==> config.mk <==
export PLATFORM = sky130hd
export DESIGN_NAME = lzwc_front
export DESIGN_NICKNAME = d
export VERILOG_FILES = /design/src/design/lzwc_pkg.sv /design/src/design/lzwc_front.sv
export SDC_FILE = /design/constraint.sdc
export NUM_CORES = 1
export LEC_CHECK = 0
export BUFFER_PORTS_ARGS = -buffer_cell sky130_fd_sc_hd__buf_4
export CORE_AREA = 2 2 46 48
export DETAILED_ROUTE_END_ITERATION = 7
export DIE_AREA = 0 0 48 50
export GPL_TIMING_DRIVEN = 0
export PLACE_DENSITY = 0.8
export SLEW_MARGIN = 20
export SYNTH_ARGS = -nofsm -noshare
export SYNTH_HDL_FRONTEND = slang
export SYNTH_SLANG_ARGS = --single-unit
==> constraint.sdc <==
create_clock -name clk -period 2.1 [get_ports clk]
set_input_delay 0.315 -clock clk [delete_from_list [all_inputs] [get_ports clk]]
set_output_delay 0.315 -clock clk [all_outputs]
set_load 0.1 [all_outputs]
==> src/design/lzwc_pkg.sv <==
// Shared types, constants and the slot hash for the LZW compressor.
// No dependencies.
package lzwc_pkg;

  localparam int MAX_CODE_BITS = 12;
  localparam int CODE_W        = MAX_CODE_BITS;
  localparam int DICT_DEPTH    = 1 << MAX_CODE_BITS;
  localparam int HASH_W        = MAX_CODE_BITS + 1;
  localparam int HASH_DEPTH    = 1 << HASH_W;
  localparam int KEY_W         = CODE_W + 8;
  localparam int DENT_W        = HASH_W + KEY_W;
  localparam int NFC_W         = CODE_W + 1;

  localparam logic [CODE_W-1:0] END_CODE   = CODE_W'(256);
  localparam logic [CODE_W-1:0] FIRST_FREE = CODE_W'(257);
  localparam logic [3:0]        MIN_BITS   = 4'd9;
  localparam logic [3:0]        TOP_BITS   = 4'(MAX_CODE_BITS);

  typedef struct packed {
    logic [7:0] data_byte;
    logic       end_of_stream;
  } in_t;

  typedef struct packed {
    logic [CODE_W-1:0] code;
    logic              last;
  } out_t;

  function automatic logic [HASH_W-1:0] slot_hash(input logic [CODE_W-1:0] prefix,
                                                   input logic [7:0] b);
    logic [HASH_W-1:0] hb;
    hb = HASH_W'({b, 5'b0});
    return hb ^ HASH_W'(prefix);
  endfunction

endpackage

==> src/design/lzwc_front.sv <==
// Input side: two-entry queue of incoming byte beats.
// Depends on lzwc_pkg.
module lzwc_front (
  input  logic          clk,
  input  logic          rst,
  input  logic          push,
  output logic          full,
  input  lzwc_pkg::in_t item,
  output logic          valid,
  output lzwc_pkg::in_t head,
  input  logic          take
);

  lzwc_pkg::in_t slots [2];
  logic       wptr;
  logic       rptr;
  logic [1:0] count;

  logic do_push;
  logic do_take;

  assign full    = (count == 2'd2);
  assign valid   = (count != 2'd0);
  assign head    = slots[rptr];
  assign do_push = push && !full;
  assign do_take = take && valid;

  always_ff @(posedge clk) begin
    if (do_push) begin
      slots[wptr] <= item;
    end
    if (rst) begin
      wptr  <= 1'b0;
      rptr  <= 1'b0;
      count <= 2'd0;
    end else begin
      if (do_push) wptr <= !wptr;
      if (do_take) rptr <= !rptr;
      count <= count + 2'(do_push) - 2'(do_take);
    end
  end

endmodule

Word level (Yosys, flattened, before mapping)
Memory sizes are Yosys's and may differ from the RTL's. A register that Yosys moved wholly into a read port is not among the register bits. Index checks and enable logic that the tools add are counted.

Register bits after elaboration: 4. Bits in writable memories: 18. Bits of input ports: 13. Word-level logic and storage cells: 17. Memories: 1.

Add/subtract/negate cells: 2. Eq/ne operators: 1. Multiplexer cells: 4. Reductions and logical operators: 6.

Memories: slots (depth 2, width 9, read ports 1, clocked after Yosys merged registers in 1, write ports 1, RTL line lzwc_front.sv:14) `lzwc_pkg::in_t slots [2];`.

Operator list (count): two-way mux 1 bit (4); logical NOT 1 bit (3); adder 2 x 1 -> 2 bit (1); == test 2 bit, second input constant (1); logical AND 1 bit (2); nonzero test 2 bit (1); subtractor 2 x 1 -> 2 bit (1).

Depth between registers and ports, before layout
Depth after elaboration: 5. Mapped depth: 8. Gate-level depth less buffers: 8.

Worst setup path before layout
OpenSTA, ideal clock, no wires.

Path type: reg2reg. Start point: register count[0]. End point: memory slots[0][0] in the netlist's numbering, enable pin. Setup time: 0.329 ns. Arrival: 1.262 ns. Slack: 0.509 ns. Stages on the path, launching flop included: 5. Period minus slack after synthesis: 1.591 ns. Cell sequence: dfxtp_1 nand2b_2 inv_2 or3_1 inv_1.

Cells in the longest elaborated chain, start to end: 5.

RTL lines: start: declaration (RTL line lzwc_front.sv:17) `logic [1:0] count;`; start signal: assignment (RTL line lzwc_front.sv:39) `count <= count + 2'(do_push) - 2'(do_take);`; == test 2 bit (RTL line lzwc_front.sv:22) `assign full = (count == 2'd2);`; named net full (RTL line lzwc_front.sv:7) `output logic full,`; logical NOT 1 bit (RTL line lzwc_front.sv:25) `assign do_push = push && !full;`; logical AND 1 bit (RTL line lzwc_front.sv:25); two-way mux 1 bit (RTL line lzwc_front.sv:29) `if (do_push) begin`; two-way mux 1 bit (not written as such) (RTL line lzwc_front.sv:30) `slots[wptr] <= item;`; end: declaration (RTL line lzwc_front.sv:14).

The timed path passes the listed nets, and every way through them passes these cells.

==> qor.csv <==
metric;value;unit
status;completed;
crit path max fanout;9;
crit-path max cell delay;0.36;ns
CTS tree;built;
Synth area leader;edfxtp_1;
Initial DRC Count;10;
Worst Hold Path EP;wptr;
vias;501;
slowest CP cell;mux2_2;
drc violations;0;
Final ANT Viol Nets;0;
row cnt;16;
area growth from synthesis to layout;26.5;%
clk_lat worst skew;0.30;ns
Setup crit end kind;output port;
Top delay family on crit path;buffers and inverters;
IO buf count;23;
R2R Setup Slk;0.55;ns
Setup Skew;0.00644;ns
nets in the synthesized netlist;69;
Slew @ Worst Pin;0.353;ns
Pre-Repair DR Iteration Count;4;
Critical Path AT;1.45;ns
Netlist cell types;21;
layout cell share with drive strength beyond 1;0.444;
startpoint type of the worst setup path;flop;
sequential element share of the synthesized area;0.726;
Critical R2R Capture;count[1];
Reg2Reg Depth;7;
Die X-Extent;48;µm
initial antenna violation count;0;
final hold violation count;0;
critical-path cell list;buf_2, mux2_2, buf_4;
CTS Sinks;23;
Tcrit/Tclk final;0.840;
Setup CP Type;flop to output port;
fill count;167;
Worst Hold Depth;2;
H-tree Lvls;1;
Placeable Area;1900;µm²
grt total ovfl;0;
register area;641;µm²
Post-Synthesis Cells;54;
Ports;24;
DIE AREA;2400;µm²
clk root buf;clkbuf_4;
HP Class;input pin to flop;
pin count of the biggest net entering global routing;14;
Routed WL;1.30;mm
Longest Clk Path Bufs;2;
Fin Setup TNS;0;ns
area of the multi-input gates;221;µm²
fin crit period;1.76;ns
Reg clk slew, reported paths;0.12;ns
max_cap viols;0;
Yosys top cell area share;0.613;
Buf/Inv on CP;2;
post-CTS setup buffer count;0;
routability-driven placement congestion ratio;0.682;
vias in the first global route;460;
TritonCTS Buffers;3;
fmax;567;MHz
Slew Viols, Final;0;
Via density;4.64;
Worst Min Path Start;rst;
Ys Warns;0;
wire per inst;12.1;µm
GRT Overall Usage;0.116;
mean post-synth cell area;16.3;µm²
unrepaired setup endpoints after global routing;false;
first-pass GRT wire length;1.81;mm
Initial Utilization;0.464;
DP Wirelength;952;µm
Seq cells post-synth;23;
Worst EP required;1.78;ns
Hold Buf Count CTS;0;
Final nets;97;
Synth Cell Area;882;µm²
PostCTS Resize Cnt;0;
Slew headroom;0.765;
top cells by area, synth;edfxtp_1 (61%), dfxtp_1 (11%), mux2_1 (7.7%);
n_diodes;0;
count of final setup violators;0;
RR Startpoint;count[1];
Die H;50;µm
-- Yosys cell counts, drive strengths merged --
cell     n
ha       2
or2      1
inv      3
xor2     1
or3      1
buf      1
a21oi    1
and3     1
mux2     9
dfxtp    5
o21ai    1
xnor2    2
nand2    1
edfxtp  18
nand2b   1
nor2b    1
clkinv   1
o21a     1
nor2     3
-- worst register-to-register path, stage by stage (launching register included) --
cell and delay, ns:
dfxtp_1 0.37, o21a_2 0.24, ha_1 0.29, inv_1 0.06, ha_1 0.14, xor2_1 0.17
xnor2_1 0.14, nor2_1 0.05
-- final cells by class --
class | count | share of cell area
sequential | 23 | 0.574
multi-input combinational | 26 | 0.198
timing repair buffer | 23 | 0.155
tap | 27 | 0.0303
clock buffer | 3 | 0.0202
inverter | 4 | 0.0135
clock inverter | 1 | 0.00448
buffer | 1 | 0.00448
-- worst max path at each step --
stage	end	slack (ns)	cells after the start
after floorplan	slots[0][0]	0.51	4
after global placement	count[1]	0.60	7
after detailed placement	count[1]	0.55	7
after CTS	head[0]	0.33	3
after global routing	head[7]	0.28	3
final	head[0]	0.34	3
-- registers in the layout (all words and copies together), names as in the netlist, named ones only --
name   cells
count      2
rptr       1
slots     18
wptr       1
-- layer usage --
layer | GRT usage | wire length (µm)
met1 | 0.0983 | 496
met2 | 0.207 | 690
met3 | 0.0366 | 94
met4 | 0.0811 | 21
met5 | 0 | 0
-- layout by cell type (no fill, tap or decap), types with 2 or more instances in the layout --
cell / n
edfxtp_1: 18
dfxtp_1: 5
mux2_2: 3
xnor2_1: 2
ha_1: 2
clkbuf_4: 3
inv_1: 2
nor2_1: 3
mux2_1: 6
buf_4: 23
-- kinds of logic after synthesis --
family,share of synthesized area
AOI/OAI and AO/OA,0.0213
xor gates and xnor gates,0.0298
adders and majority gates,0.0284
buffers and inverters,0.0227
DFF,0.726
muxes,0.115
and+or+nand+nor,0.0568
-- stage by stage --
stage	setup slack, ns	cell area (µm²)	instances	util	hold WS [ns]
after floorplan	0.509	882	54	-	0.384
after global placement	0.602	1090	104	0.572	0.465
after detailed placement	0.552	1090	104	0.572	0.474
after CTS	0.325	1120	108	0.587	0.185
after global routing	0.281	1120	108	0.587	0.169
final	0.336	1120	108	0.587	0.188
Power is not shown: default switching activity piles up to over one toggle a cycle in this logic, so the estimate is an artifact.
