`src/design/lzwc_pkg.sv`:
```
// Shared types, constants and the slot hash for the LZW compressor.
// No dependencies.
package lzwc_pkg;

  localparam int MAX_CODE_BITS = 12;
  localparam int CODE_W        = MAX_CODE_BITS;
  localparam int DICT_DEPTH    = 1 << MAX_CODE_BITS;
  localparam int HASH_W        = MAX_CODE_BITS + 1;
  localparam int HASH_DEPTH    = 1 << HASH_W;
  localparam int KEY_W         = CODE_W + 8;
  localparam int DENT_W        = HASH_W + KEY_W;
  localparam int NFC_W         = CODE_W + 1;

  localparam logic [CODE_W-1:0] END_CODE   = CODE_W'(256);
  localparam logic [CODE_W-1:0] FIRST_FREE = CODE_W'(257);
  localparam logic [3:0]        MIN_BITS   = 4'd9;
  localparam logic [3:0]        TOP_BITS   = 4'(MAX_CODE_BITS);

  typedef struct packed {
    logic [7:0] data_byte;
    logic       end_of_stream;
  } in_t;

  typedef struct packed {
    logic [CODE_W-1:0] code;
    logic              last;
  } out_t;

  function automatic logic [HASH_W-1:0] slot_hash(input logic [CODE_W-1:0] prefix,
                                                   input logic [7:0] b);
    logic [HASH_W-1:0] hb;
    hb = HASH_W'({b, 5'b0});
    return hb ^ HASH_W'(prefix);
  endfunction

endpackage

```
`src/design/lzwc_outq.sv`:
```
// Result queue: four entries, one push and one pop a cycle.
// Depends on lzwc_pkg.
module lzwc_outq (
  input  logic           clk,
  input  logic           rst,
  input  logic           wr,
  input  lzwc_pkg::out_t wdata,
  output logic           room,
  output logic           ovf,
  output logic           empty,
  output lzwc_pkg::out_t result,
  input  logic           pop
);

  lzwc_pkg::out_t slots [4];
  logic [1:0] wptr;
  logic [1:0] rptr;
  logic [2:0] count;

  logic do_pop;

  assign empty  = (count == 3'd0);
  assign result = slots[rptr];
  assign room   = (count <= 3'd1);
  assign ovf    = wr && (count == 3'd4);
  assign do_pop = pop && !empty;

  always_ff @(posedge clk) begin
    if (wr) begin
      slots[wptr] <= wdata;
    end
    if (rst) begin
      wptr  <= 2'd0;
      rptr  <= 2'd0;
      count <= 3'd0;
    end else begin
      if (wr)     wptr <= wptr + 2'd1;
      if (do_pop) rptr <= rptr + 2'd1;
      count <= count + 3'(wr) - 3'(do_pop);
    end
  end

endmodule

```
`config.mk`:
```
export PLATFORM = sky130hd
export DESIGN_NAME = lzwc_outq
export DESIGN_NICKNAME = d
export VERILOG_FILES = /design/src/design/lzwc_pkg.sv /design/src/design/lzwc_outq.sv
export SDC_FILE = /design/constraint.sdc
export NUM_CORES = 1
export LEC_CHECK = 0
export BUFFER_PORTS_ARGS = -buffer_cell sky130_fd_sc_hd__buf_2
export CAP_MARGIN = 20
export CORE_MARGIN = 2
export CORE_UTILIZATION = 50
export DETAILED_ROUTE_END_ITERATION = 16
export HOLD_SLACK_MARGIN = 0.12
export PLACE_DENSITY = 0.7
export SYNTH_ARGS = -nofsm -noshare
export SYNTH_HDL_FRONTEND = slang
export SYNTH_SLANG_ARGS = --single-unit
```
`constraint.sdc`:
```
create_clock -name clk -period 1.76 [get_ports clk]
set_input_delay 0.176 -clock clk [delete_from_list [all_inputs] [get_ports clk]]
set_output_delay 0.176 -clock clk [all_outputs]
set_load 0.01 [all_outputs]
```
# Yosys cells after proc, flatten, opt, wreduce, memory -nomap -nowiden
# Memory sizes are Yosys's and may differ from the RTL's. A register that Yosys moved wholly into a read port is not among the register bits.
# Cells that the tools add are included.
# op_classes
addsub	4
magnitude_cmp	1
eq_ne	1
mux	4
reduce_logical	4
# ops
cell	count
$add A2 B1 Y2 const B	2
$mux W2	2
$add A3 B1 Y3	1
$eq A3 B3 Y1 const B	1
$le A3 B1 Y1 const B	1
$logic_not A3 Y1	1
$sub A3 B1 Y3	1
$logic_and A1 B1 Y1	2
$mux W1	2
$logic_not A1 Y1	1
# word_totals
ff_bits	7
ramBits	52
input_bits	17
word_cells	18
memories	1
# memory_table
memory	depth	word_bits	read_ports	rd_clocked_by_memory_dff	write_ports	line	text
slots	4	13	1	1	1	lzwc_outq.sv:15	lzwc_pkg::out_t slots [4];

# Longest topological paths before layout
# Gate-level depths: netlist of run 1.
# logic_depth
ltp_word	5
mapped_depth	7

# Worst setup path before layout of run 1
# No wires, ideal clock.
# synth_timing
path_type	register -> register
startpoint	register count[0]
endpoint	register count[2]
setup_time_ps	126
arrival_ps	1669
t_required_ps	1634
setup_slack_ps	-35
stages_incl_launch_ff	8
n_path_buf	0
path_cell_list	dfxtp_1 -> o31a_1 -> ha_1 -> inv_1 -> ha_1 -> fa_1 -> xor2_1 -> nor2_1
# synth_between
elab_chain_len	4
elab_cells_between_ends	5
# synth_lines
item	line	text
start: declaration	lzwc_outq.sv:18	logic [2:0] count;
start signal: assignment	lzwc_outq.sv:39	count <= count + 3'(wr) - 3'(do_pop);
$logic_not A3 Y1	lzwc_outq.sv:22	assign empty = (count == 3'd0);
$logic_not A1 Y1	lzwc_outq.sv:26	assign do_pop = pop && !empty;
$logic_and A1 B1 Y1	lzwc_outq.sv:26	
named net do_pop	lzwc_outq.sv:20	logic do_pop;
$sub A3 B1 Y3	lzwc_outq.sv:39	
# The timed path passes the listed nets, and every way through them passes these cells.
# A chain may end at the register's enable or synchronous reset.

# Final worst setup path of run 1
# layout_timing
startpoint	register count[0]
endpoint	register count[1]
# Same word-level chain as after synthesis.

==> results of run 1 <==
-- routing by layer --
| layer | global-route usage [%] | vias up | wire length [um] |
|---|---|---|---|
| li1 | - | 588 | - |
| met1 | 20.8 | 622 | 1700 |
| met2 | 28.3 | 23 | 2070 |
| met3 | 5.11 | 4 | 147 |
| met4 | 7.41 | 0 | 26 |
| met5 | 0 | - | 0 |
-- timing repair --
item | 4_1_cts | 5_1_grt
setup endpoints to repair | 2 | 3
hold buffers | 13 | 0
buffers inserted | 1 | 0
pin swaps | 2 | 1
gates resized for setup | 2 | 2
hold endpoints to repair | 52 | 0
-- layout make-up --
type | instances | area (sq um) | area share [%]
Clock buffer | 10 | 128 | 4.27
Sequential cell | 61 | 1740 | 58.3
Tap cell | 54 | 67.6 | 2.26
Clock inverter | 6 | 53.8 | 1.80
Multi-Input combinational cell | 48 | 601 | 20.1
Inverter | 7 | 26.3 | 0.879
Timing Repair Buffer | 54 | 370 | 12.4
-- registers in the layout (all words and copies together) (netlist names), named ones only --
| register | cells |
|---|---|
| rptr | 2 |
| wptr | 2 |
| count | 3 |
| slots | 52 |
-- kinds of logic (layout without fill, tap and decap cells) --
logic type	count (synthesis)	count (layout)	synth area share, %
simple gates	17	17	3.63
compound gates	3	3	1.16
xor+xnor	2	2	0.737
fa+ha+maj	9	9	5.06
mux	17	17	14.2
flops	61	61	73.3
buf+inv	10	77	1.95
-- worst paths after layout --
check | startpoint | to | slack [ps] | cells after the start
worst max-delay path | count[0] | count[1] | -40 | 6
worst min-delay path | rst | count[1] | 140 | 2
worst max register to register | count[0] | count[1] | -40 | 6
worst min register to register | wptr[1] | wptr[1] | 570 | 2
-- synth_stat cells, drive strengths merged --
master	instances
inv	7
mux2	3
mux4	13
and2	4
xnor2	1
nor2b	4
nor3	2
clkbuf	1
a32o	1
buf	2
edfxtp	52
dfxtp	9
ha	8
nor2	5
fa	1
o31a	1
mux2i	1
nand2	2
o311ai	1
xor2	1
-- critical path, delay by kind of cell (launching register included) --
family	cells	cell delay (ps)
compound gates	1	310
flops	1	320
buf+inv	1	40
fa+ha+maj	3	950
simple gates	1	120
-- power by group through the flow --
| stage | logic [W] | clock network [W] | registers, W |
|---|---|---|---|
| after global routing | 0.00109 | 0.00122 | 0.00175 |
| after detailed placement | 0.000940 | 0 | 0.00177 |
| after CTS | 0.00100 | 0.00115 | 0.00174 |
| final | 0.000984 | 0.00114 | 0.00174 |
| after global placement | 0.000890 | 0 | 0.00176 |
| after floorplan | 0.000571 | 0 | 0.00178 |
-- metrics by stage --
stage / worst slack (ps) / setup TNS (ps) / total power [W] / hold slack (ps)
after floorplan: -7.63 / -14.8 / 0.00235 / 275
after global placement: 37.9 / 0 / 0.00264 / 386
after detailed placement: -48.7 / -91.5 / 0.00271 / 395
after CTS: -54.5 / -72.0 / 0.00389 / 136
after global routing: -90.3 / -141 / 0.00406 / 144
final: -44.5 / -44.5 / 0.00386 / 143
==> flow_summary.json, run 1 <==
{
  "fill_cells": 325,
  "pwr-share-clk_pct": 29.5,
  "switching_share_pct": 25.8,
  "avgSynthCellArea_sq_um": 20.0,
  "netlist_top_cells_area": "edfxtp_1, mux4_2, dfxtp_1",
  "worstMarginPinSlew_ps": 720,
  "finalHoldViolations": 0,
  "place_inst": 210,
  "io_pins": 33,
  "layout_setup_ws_ps": -44.5,
  "maxCapViolCount": 0,
  "fin_crit_ps": 1800,
  "yosys.area.top_type": "edfxtp_1",
  "coreArea_sq_um": 4660,
  "antenna_found_initial": 0,
  "finalCritPeriodShare_pct": 103,
  "clk_path_buf_depth": 2,
  "place_area_sq_um": 2660,
  "slowest_delay_ps": 510,
  "numCtsBuffers": 9,
  "final_nets": 207,
  "grt_max_degree": 14,
  "synth_seq_cells": 61,
  "drive_above_1_share_pct": 40.3,
  "power_leakage_nw": 1.11,
  "vias": 1237,
  "gp_congestion": 0.728,
  "most-common-layout-cells": "edfxtp_1, buf_2, mux4_2, dlygate4sd3_1, clkbuf_8",
  "synth_top_cell_area_share_pct": 65.7,
  "clock_skew_ps": 7.37,
  "grt_pass1_wl_mm": 6.51,
  "ys_warn_count": 0,
  "fp.dieH_um": 72.9,
  "internal_power_w": 0.00286,
  "antenna_left": 0,
  "cp_cell_sequence": "o31a_1 > ha_1 > inv_1 > ha_2 > fa_2 > nor2b_4",
  "worst_path_max_delay_cell": "fa_2",
  "synth_cells": 119,
  "clock-sinks": 61,
  "wire_per_inst_um": 16.4,
  "gr-usage-all-layers_pct": 17.1,
  "crit_arrival_ps": 2060,
  "cts_tree": "built",
  "drv_slew": 0,
  "first_pass_iters": 4,
  "htreeDepth": 3,
  "synth.cell_area_sq_um": 2380,
  "grt_overflow": 0,
  "drcViolationCount": 0,
  "worstPathRequired_ps": 2020,
  "viasPerCell": 5.15,
  "finalSetupViolations": 1,
  "crit_path_end_kind": "flip-flop",
  "final_common_cell": "edfxtp_1",
  "start_util_pct": 51.0,
  "area_growth_pct": 25.9,
  "powerDensity_nw_per_um2": 1290,
  "combPwrFrac_pct": 25.5,
  "power_frac_seq_pct": 45.0,
  "ys_seq_area_share_pct": 73.3,
  "fmax_ghz": 0.554,
  "drtIter0Drc": 84,
  "violations": "setup timing",
  "max_slew_margin_pct": 52.0,
  "utilization_pct": 64.2,
  "peakVddDrop_mv": 0.723,
  "root_buffer": "clkbuf_8",
  "fp.dieW_um": 72.9,
  "finalNonFillerCells": 240,
  "startpoint_type": "flip-flop",
  "dp_hpwl_mm": 2.65,
  "status": "complete, but fails checks",
  "grt_pass1_vias": 1349,
  "crit_type": "reg2reg",
  "crit_fanout": 2,
  "rsz0062_at_grt": "yes",
  "dieArea_sq_um": 5320,
  "hp-class": "in2reg",
  "antenna_cells": 0,
  "ys_types": 22,
  "portBuffers": 32,
  "clkTransAtPathRegs_ps": 60,
  "wirelength_mm": 3.95,
  "switchingPower_w": 0.000998,
  "final_area_sq_um": 2990,
  "clk_latency_ps": 320,
  "synthesis.nets": 145,
  "placementRows": 25
}
(Power assumes the default switching activity.)
==> run 2: changes to the inputs <==
Settings changed: CAP_MARGIN 20 to 10.
Clock period 1.76 ns to 1.55 ns, I/O delays scaled along.
==> flow_summary.json, run 2 (synthesis results as in run 1) <==
{
  "status": "complete, but fails checks",
  "violations": "setup timing",
  "powerDensity_nw_per_um2": 1460,
  "top_register": "slots",
  "worst_path_max_delay_cell": "fa_1",
  "hp-start": "wr",
  "top_regs": "slots x52, count x3",
  "antenna_left": 0,
  "switchingPower_w": 0.00118,
  "worstMarginPinSlew_ps": 379,
  "power_leakage_nw": 1.15,
  "grt_pass1_vias": 1334,
  "dp_hpwl_mm": 2.57,
  "crit_type": "reg2reg",
  "largest_reg_flops": 52,
  "combPwrFrac_pct": 29.6,
  "most-common-layout-cells": "edfxtp_1, buf_2, dlygate4sd3_1, mux4_2",
  "antenna_found_initial": 0,
  "rr_startpoint": "count[1]",
  "start_util_pct": 51.0,
  "r2r_end": "count[1]",
  "slowest_delay_ps": 450,
  "grt_max_degree": 14,
  "finalSetupViolations": 16,
  "dp_slack_ps": -279,
  "finalHoldViolations": 0,
  "htreeDepth": 3,
  "startpoint_type": "flip-flop",
  "first_pass_iters": 4,
  "drive_above_1_share_pct": 42.4,
  "drv_slew": 0,
  "power_frac_seq_pct": 43.7,
  "cts_tree": "built",
  "crit_fanout": 2,
  "wirelength_mm": 4.15,
  "clk_latency_ps": 330,
  "min_delay_path_depth": 3,
  "clk_path_buf_depth": 2,
  "worstPathRequired_ps": 1760,
  "fmax_ghz": 0.547,
  "layout_setup_ws_ps": -277,
  "final_common_cell": "edfxtp_1",
  "drcViolationCount": 0,
  "antenna_cells": 0,
  "rsz0062_at_grt": "yes",
  "finalNonFillerCells": 245,
  "viasPerCell": 5.20,
  "area_growth_pct": 31.5,
  "crit_arrival_ps": 2040,
  "fp.dieH_um": 72.9,
  "grt_overflow": 0,
  "final_area_sq_um": 3120,
  "placementRows": 25,
  "r2r_slack_ps": -280,
  "hp-class": "in2reg",
  "vias": 1274,
  "clkTransAtPathRegs_ps": 60,
  "reg2regPathDepth": 6,
  "root_buffer": "clkbuf_8",
  "final_nets": 212,
  "place_area_sq_um": 2660,
  "place_inst": 210,
  "finalCritPeriodShare_pct": 118,
  "cp_cell_sequence": "o31a_1 > ha_1 > inv_1 > ha_2 > fa_1 > nor2b_1",
  "fin_crit_ps": 1830,
  "fp.dieW_um": 72.9,
  "dieArea_sq_um": 5320,
  "max_slew_margin_pct": 74.7,
  "gp_congestion": 0.725,
  "internal_power_w": 0.00337,
  "io_pins": 33,
  "maxCapViolCount": 0,
  "fill_cells": 302,
  "drtIter0Drc": 65,
  "pwr-share-clk_pct": 26.6,
  "numCtsBuffers": 9,
  "portBuffers": 32,
  "coreArea_sq_um": 4660,
  "gr-usage-all-layers_pct": 17.7,
  "final.setup.tns_ps": -1890,
  "worstHoldEndpoint": "wptr[0]",
  "switching_share_pct": 26.0,
  "peakVddDrop_mv": 0.821,
  "crit_path_end_kind": "flip-flop",
  "clock_skew_ps": 4.48,
  "grt_pass1_wl_mm": 6.59,
  "wire_per_inst_um": 17.0,
  "clock-sinks": 61
}
-- run 2: per-layer routing --
layer	up-vias	global-route usage, %	part of all wire [%]
met5	-	0	0
met4	0	8.44	1.7
met3	9	5.80	2.5
met2	29	29.3	53
met1	633	21.0	42
li1	603	-	-
-- run 2: timing repair --
| action | in CTS | in global routing |
|---|---|---|
| hold buffers | 15 | 0 |
| pin swaps | 0 | 2 |
| endpoints found under the setup margin | 42 | 29 |
| gates cloned | 1 | 0 |
| endpoints found under the hold margin | 56 | 0 |
| gates resized for setup | 14 | 11 |
| buffers inserted | 2 | 2 |
-- run 2: worst max-delay path, delay by kind of cell (launching register included) --
| kind | cells | cell delay [ps] |
|---|---|---|
| adders and majority gates | 3 | 900 |
| DFF | 1 | 320 |
| AOI/OAI and AO/OA | 1 | 310 |
| and+or+nand+nor | 1 | 150 |
| buffers and inverters | 1 | 40 |
-- run 2: area by class of cell --
cell class	instances	area, sq um	area share, %
sequential	61	1750	55.9
multi-input combinational	48	609	19.5
timing repair buffer	59	497	15.9
clock buffer	15	166	5.33
tap	54	67.6	2.16
inverter	7	31.3	1.00
clock inverter	1	5.00	0.160
-- run 2: power groups by stage --
| stage | combinational, W | sequential, W | clock (W) |
|---|---|---|---|
| 6_report | 0.00135 | 0.00199 | 0.00121 |
| 5_1_grt | 0.00149 | 0.00200 | 0.00131 |
| 4_1_cts | 0.00124 | 0.00199 | 0.00124 |
| 3_5_place_dp | 0.00108 | 0.00201 | 0 |
| 3_3_place_gp | 0.00101 | 0.00199 | 0 |
| 2_1_floorplan | 0.000648 | 0.00202 | 0 |
-- run 2: metrics by stage --
stage               util (%)  total power (W)  hold WS (ps)
floorplan                  -          0.00267           254
global placement        57.1          0.00300           364
detailed placement      57.1          0.00309           375
CTS                     65.5          0.00447           215
global route            67.0          0.00480           222
finish                  67.0          0.00455           227
-- run 2: how the worst max path moves through the flow --
stage             start       end  slack (ps)  cells after the start
6_report       count[1]  count[1]        -280                      6
5_1_grt        count[1]  count[1]        -340                      6
4_1_cts        count[1]  count[1]        -290                      6
3_5_place_dp   count[1]  count[1]        -280                      6
3_3_place_gp   count[1]  count[1]        -170                      6
2_1_floorplan  count[1]  count[1]        -220                      6
==> run 3: changes to the inputs <==
Settings changed: PLACE_DENSITY 0.7 to 0.67.
Clock period 1.55 ns to 1.7 ns, I/O delays scaled along.
==> flow_summary.json, run 3 (synthesis results as in run 1) <==
{
  "status": "complete, but fails checks",
  "violations": "setup timing",
  "crit_path_end_kind": "flip-flop",
  "final_nets": 206,
  "worstMarginPinSlew_ps": 680,
  "antenna_left": 0,
  "pwr-share-clk_pct": 29.4,
  "dieArea_sq_um": 5320,
  "grt_pass1_vias": 1279,
  "slowest_delay_ps": 500,
  "antenna_cells": 0,
  "finalNonFillerCells": 239,
  "grt_pass1_wl_mm": 6.28,
  "powerDensity_nw_per_um2": 1340,
  "final_area_sq_um": 3000,
  "rsz0062_at_grt": "yes",
  "cp_cell_sequence": "o31a_1 > ha_1 > inv_1 > ha_2 > fa_2 > nor2b_1",
  "numCtsBuffers": 9,
  "most-common-layout-cells": "edfxtp_1, buf_2, mux4_2, dlygate4sd3_1, clkbuf_8",
  "place_inst": 210,
  "htreeDepth": 3,
  "fin_crit_ps": 1790,
  "post_cts_buffers": 0,
  "placementRows": 25,
  "dr_wl_met3_um": 151,
  "startpoint_type": "flip-flop",
  "grt_max_degree": 14,
  "internal_power_w": 0.00298,
  "power_leakage_nw": 1.11,
  "wirelength_mm": 3.88,
  "start_util_pct": 51.0,
  "switchingPower_w": 0.00104,
  "io_pins": 33,
  "worst_path_max_delay_cell": "fa_2",
  "finalHoldViolations": 0,
  "wire_per_inst_um": 16.2,
  "clock-sinks": 61,
  "drive_above_1_share_pct": 39.5,
  "finalCritPeriodShare_pct": 106,
  "drcViolationCount": 0,
  "power_w": 0.00401,
  "finalSetupViolations": 2,
  "antenna_found_initial": 0,
  "peakVddDrop_mv": 0.807,
  "area_growth_pct": 26.4,
  "drtIter0Drc": 78,
  "dr.max_layer_used": "met4",
  "clk_latency_ps": 320,
  "cts_tree": "built",
  "m1WireLength_mm": 1.61,
  "crit_arrival_ps": 2050,
  "dr_wl_met2_mm": 2.04,
  "crit_fanout": 2,
  "maxCapViolCount": 0,
  "top_regs": "slots x52, count x3",
  "final_common_cell": "edfxtp_1",
  "first_pass_iters": 4,
  "viasPerCell": 5.22,
  "top_register": "slots",
  "crit_type": "reg2reg",
  "dp_slack_ps": -76.5,
  "cp_num_buf_inv": 1,
  "power_frac_seq_pct": 45.0,
  "fill_cells": 336,
  "gp_congestion": 0.774,
  "layout_setup_ws_ps": -93.8,
  "gr-usage-all-layers_pct": 16.9,
  "clk_path_buf_depth": 2,
  "max_slew_margin_pct": 54.7,
  "hp-class": "in2reg",
  "clkTransAtPathRegs_ps": 60,
  "largest_reg_flops": 52,
  "worstPathRequired_ps": 1950,
  "grt_overflow": 0,
  "portBuffers": 32,
  "fp.dieW_um": 72.9,
  "fp.dieH_um": 72.9,
  "vias": 1247,
  "place_area_sq_um": 2650,
  "fmax_ghz": 0.557,
  "combPwrFrac_pct": 25.7,
  "switching_share_pct": 25.8,
  "coreArea_sq_um": 4660,
  "utilization_pct": 64.5,
  "clock_skew_ps": 5.65,
  "cpLargestDelayFamily": "adder cells",
  "root_buffer": "clkbuf_8",
  "drv_slew": 0
}
## run 3: cell count changes in the layout (fill, tap and decap cells not counted), sizes merged
cell,delta
buf,-4
bufinv,+1
clkbuf,-5
clkinv,+4
dlygate4sd3,-2
## run 3: per-stage QoR
stage	hold slack [ps]	TNS, ps
floorplan	269	-135
global placement	380	-42.7
detailed placement	387	-140
CTS	122	-164
global route	139	-303
finish	135	-155
## run 3: final cells by class
type / count / area (sq um) / area share [%]
sequential: 61 / 1750 / 58.1
multi-input combinational: 48 / 593 / 19.7
timing repair buffer: 53 / 389 / 13.0
clock buffer: 10 / 128 / 4.25
tap: 54 / 67.6 / 2.25
clock inverter: 6 / 53.8 / 1.79
inverter: 7 / 26.3 / 0.875
## run 3: repair_timing
item,4_1_cts,5_1_grt
setup endpoints to repair,4,16
pin swaps,0,2
gates resized for setup,2,10
hold buffers,13,0
endpoints found under the hold margin,52,0
## run 3: power groups by stage
stage	sequential (W)	clock, W	combinational, W
final	0.00180	0.00118	0.00103
after CTS	0.00180	0.00120	0.000989
after global placement	0.00181	0	0.000910
after floorplan	0.00184	0	0.000591
after detailed placement	0.00182	0	0.000952
after global routing	0.00181	0.00128	0.00113
## run 3: final timing paths
path                 start       end  slack [ps]  depth (start not counted)
setup / recovery  count[0]  count[1]         -90                          6
setup reg to reg  count[0]  count[1]         -90                          6
hold / removal         rst   wptr[0]         140                          2
hold reg to reg    wptr[0]   wptr[0]         570                          2
## run 3: worst reg2reg max path: stages (launching register included)
cell,delay (ps)
dfxtp_1,310
o31a_1,320
ha_1,270
inv_1,40
ha_2,160
fa_2,500
nor2b_1,120
## run 3: routing by layer
layer  track usage (%)  up-vias
met5                 0        -
met4              7.41        0
met3              6.49        8
met2              28.0       29
met1              19.6      627
li1                  -      583
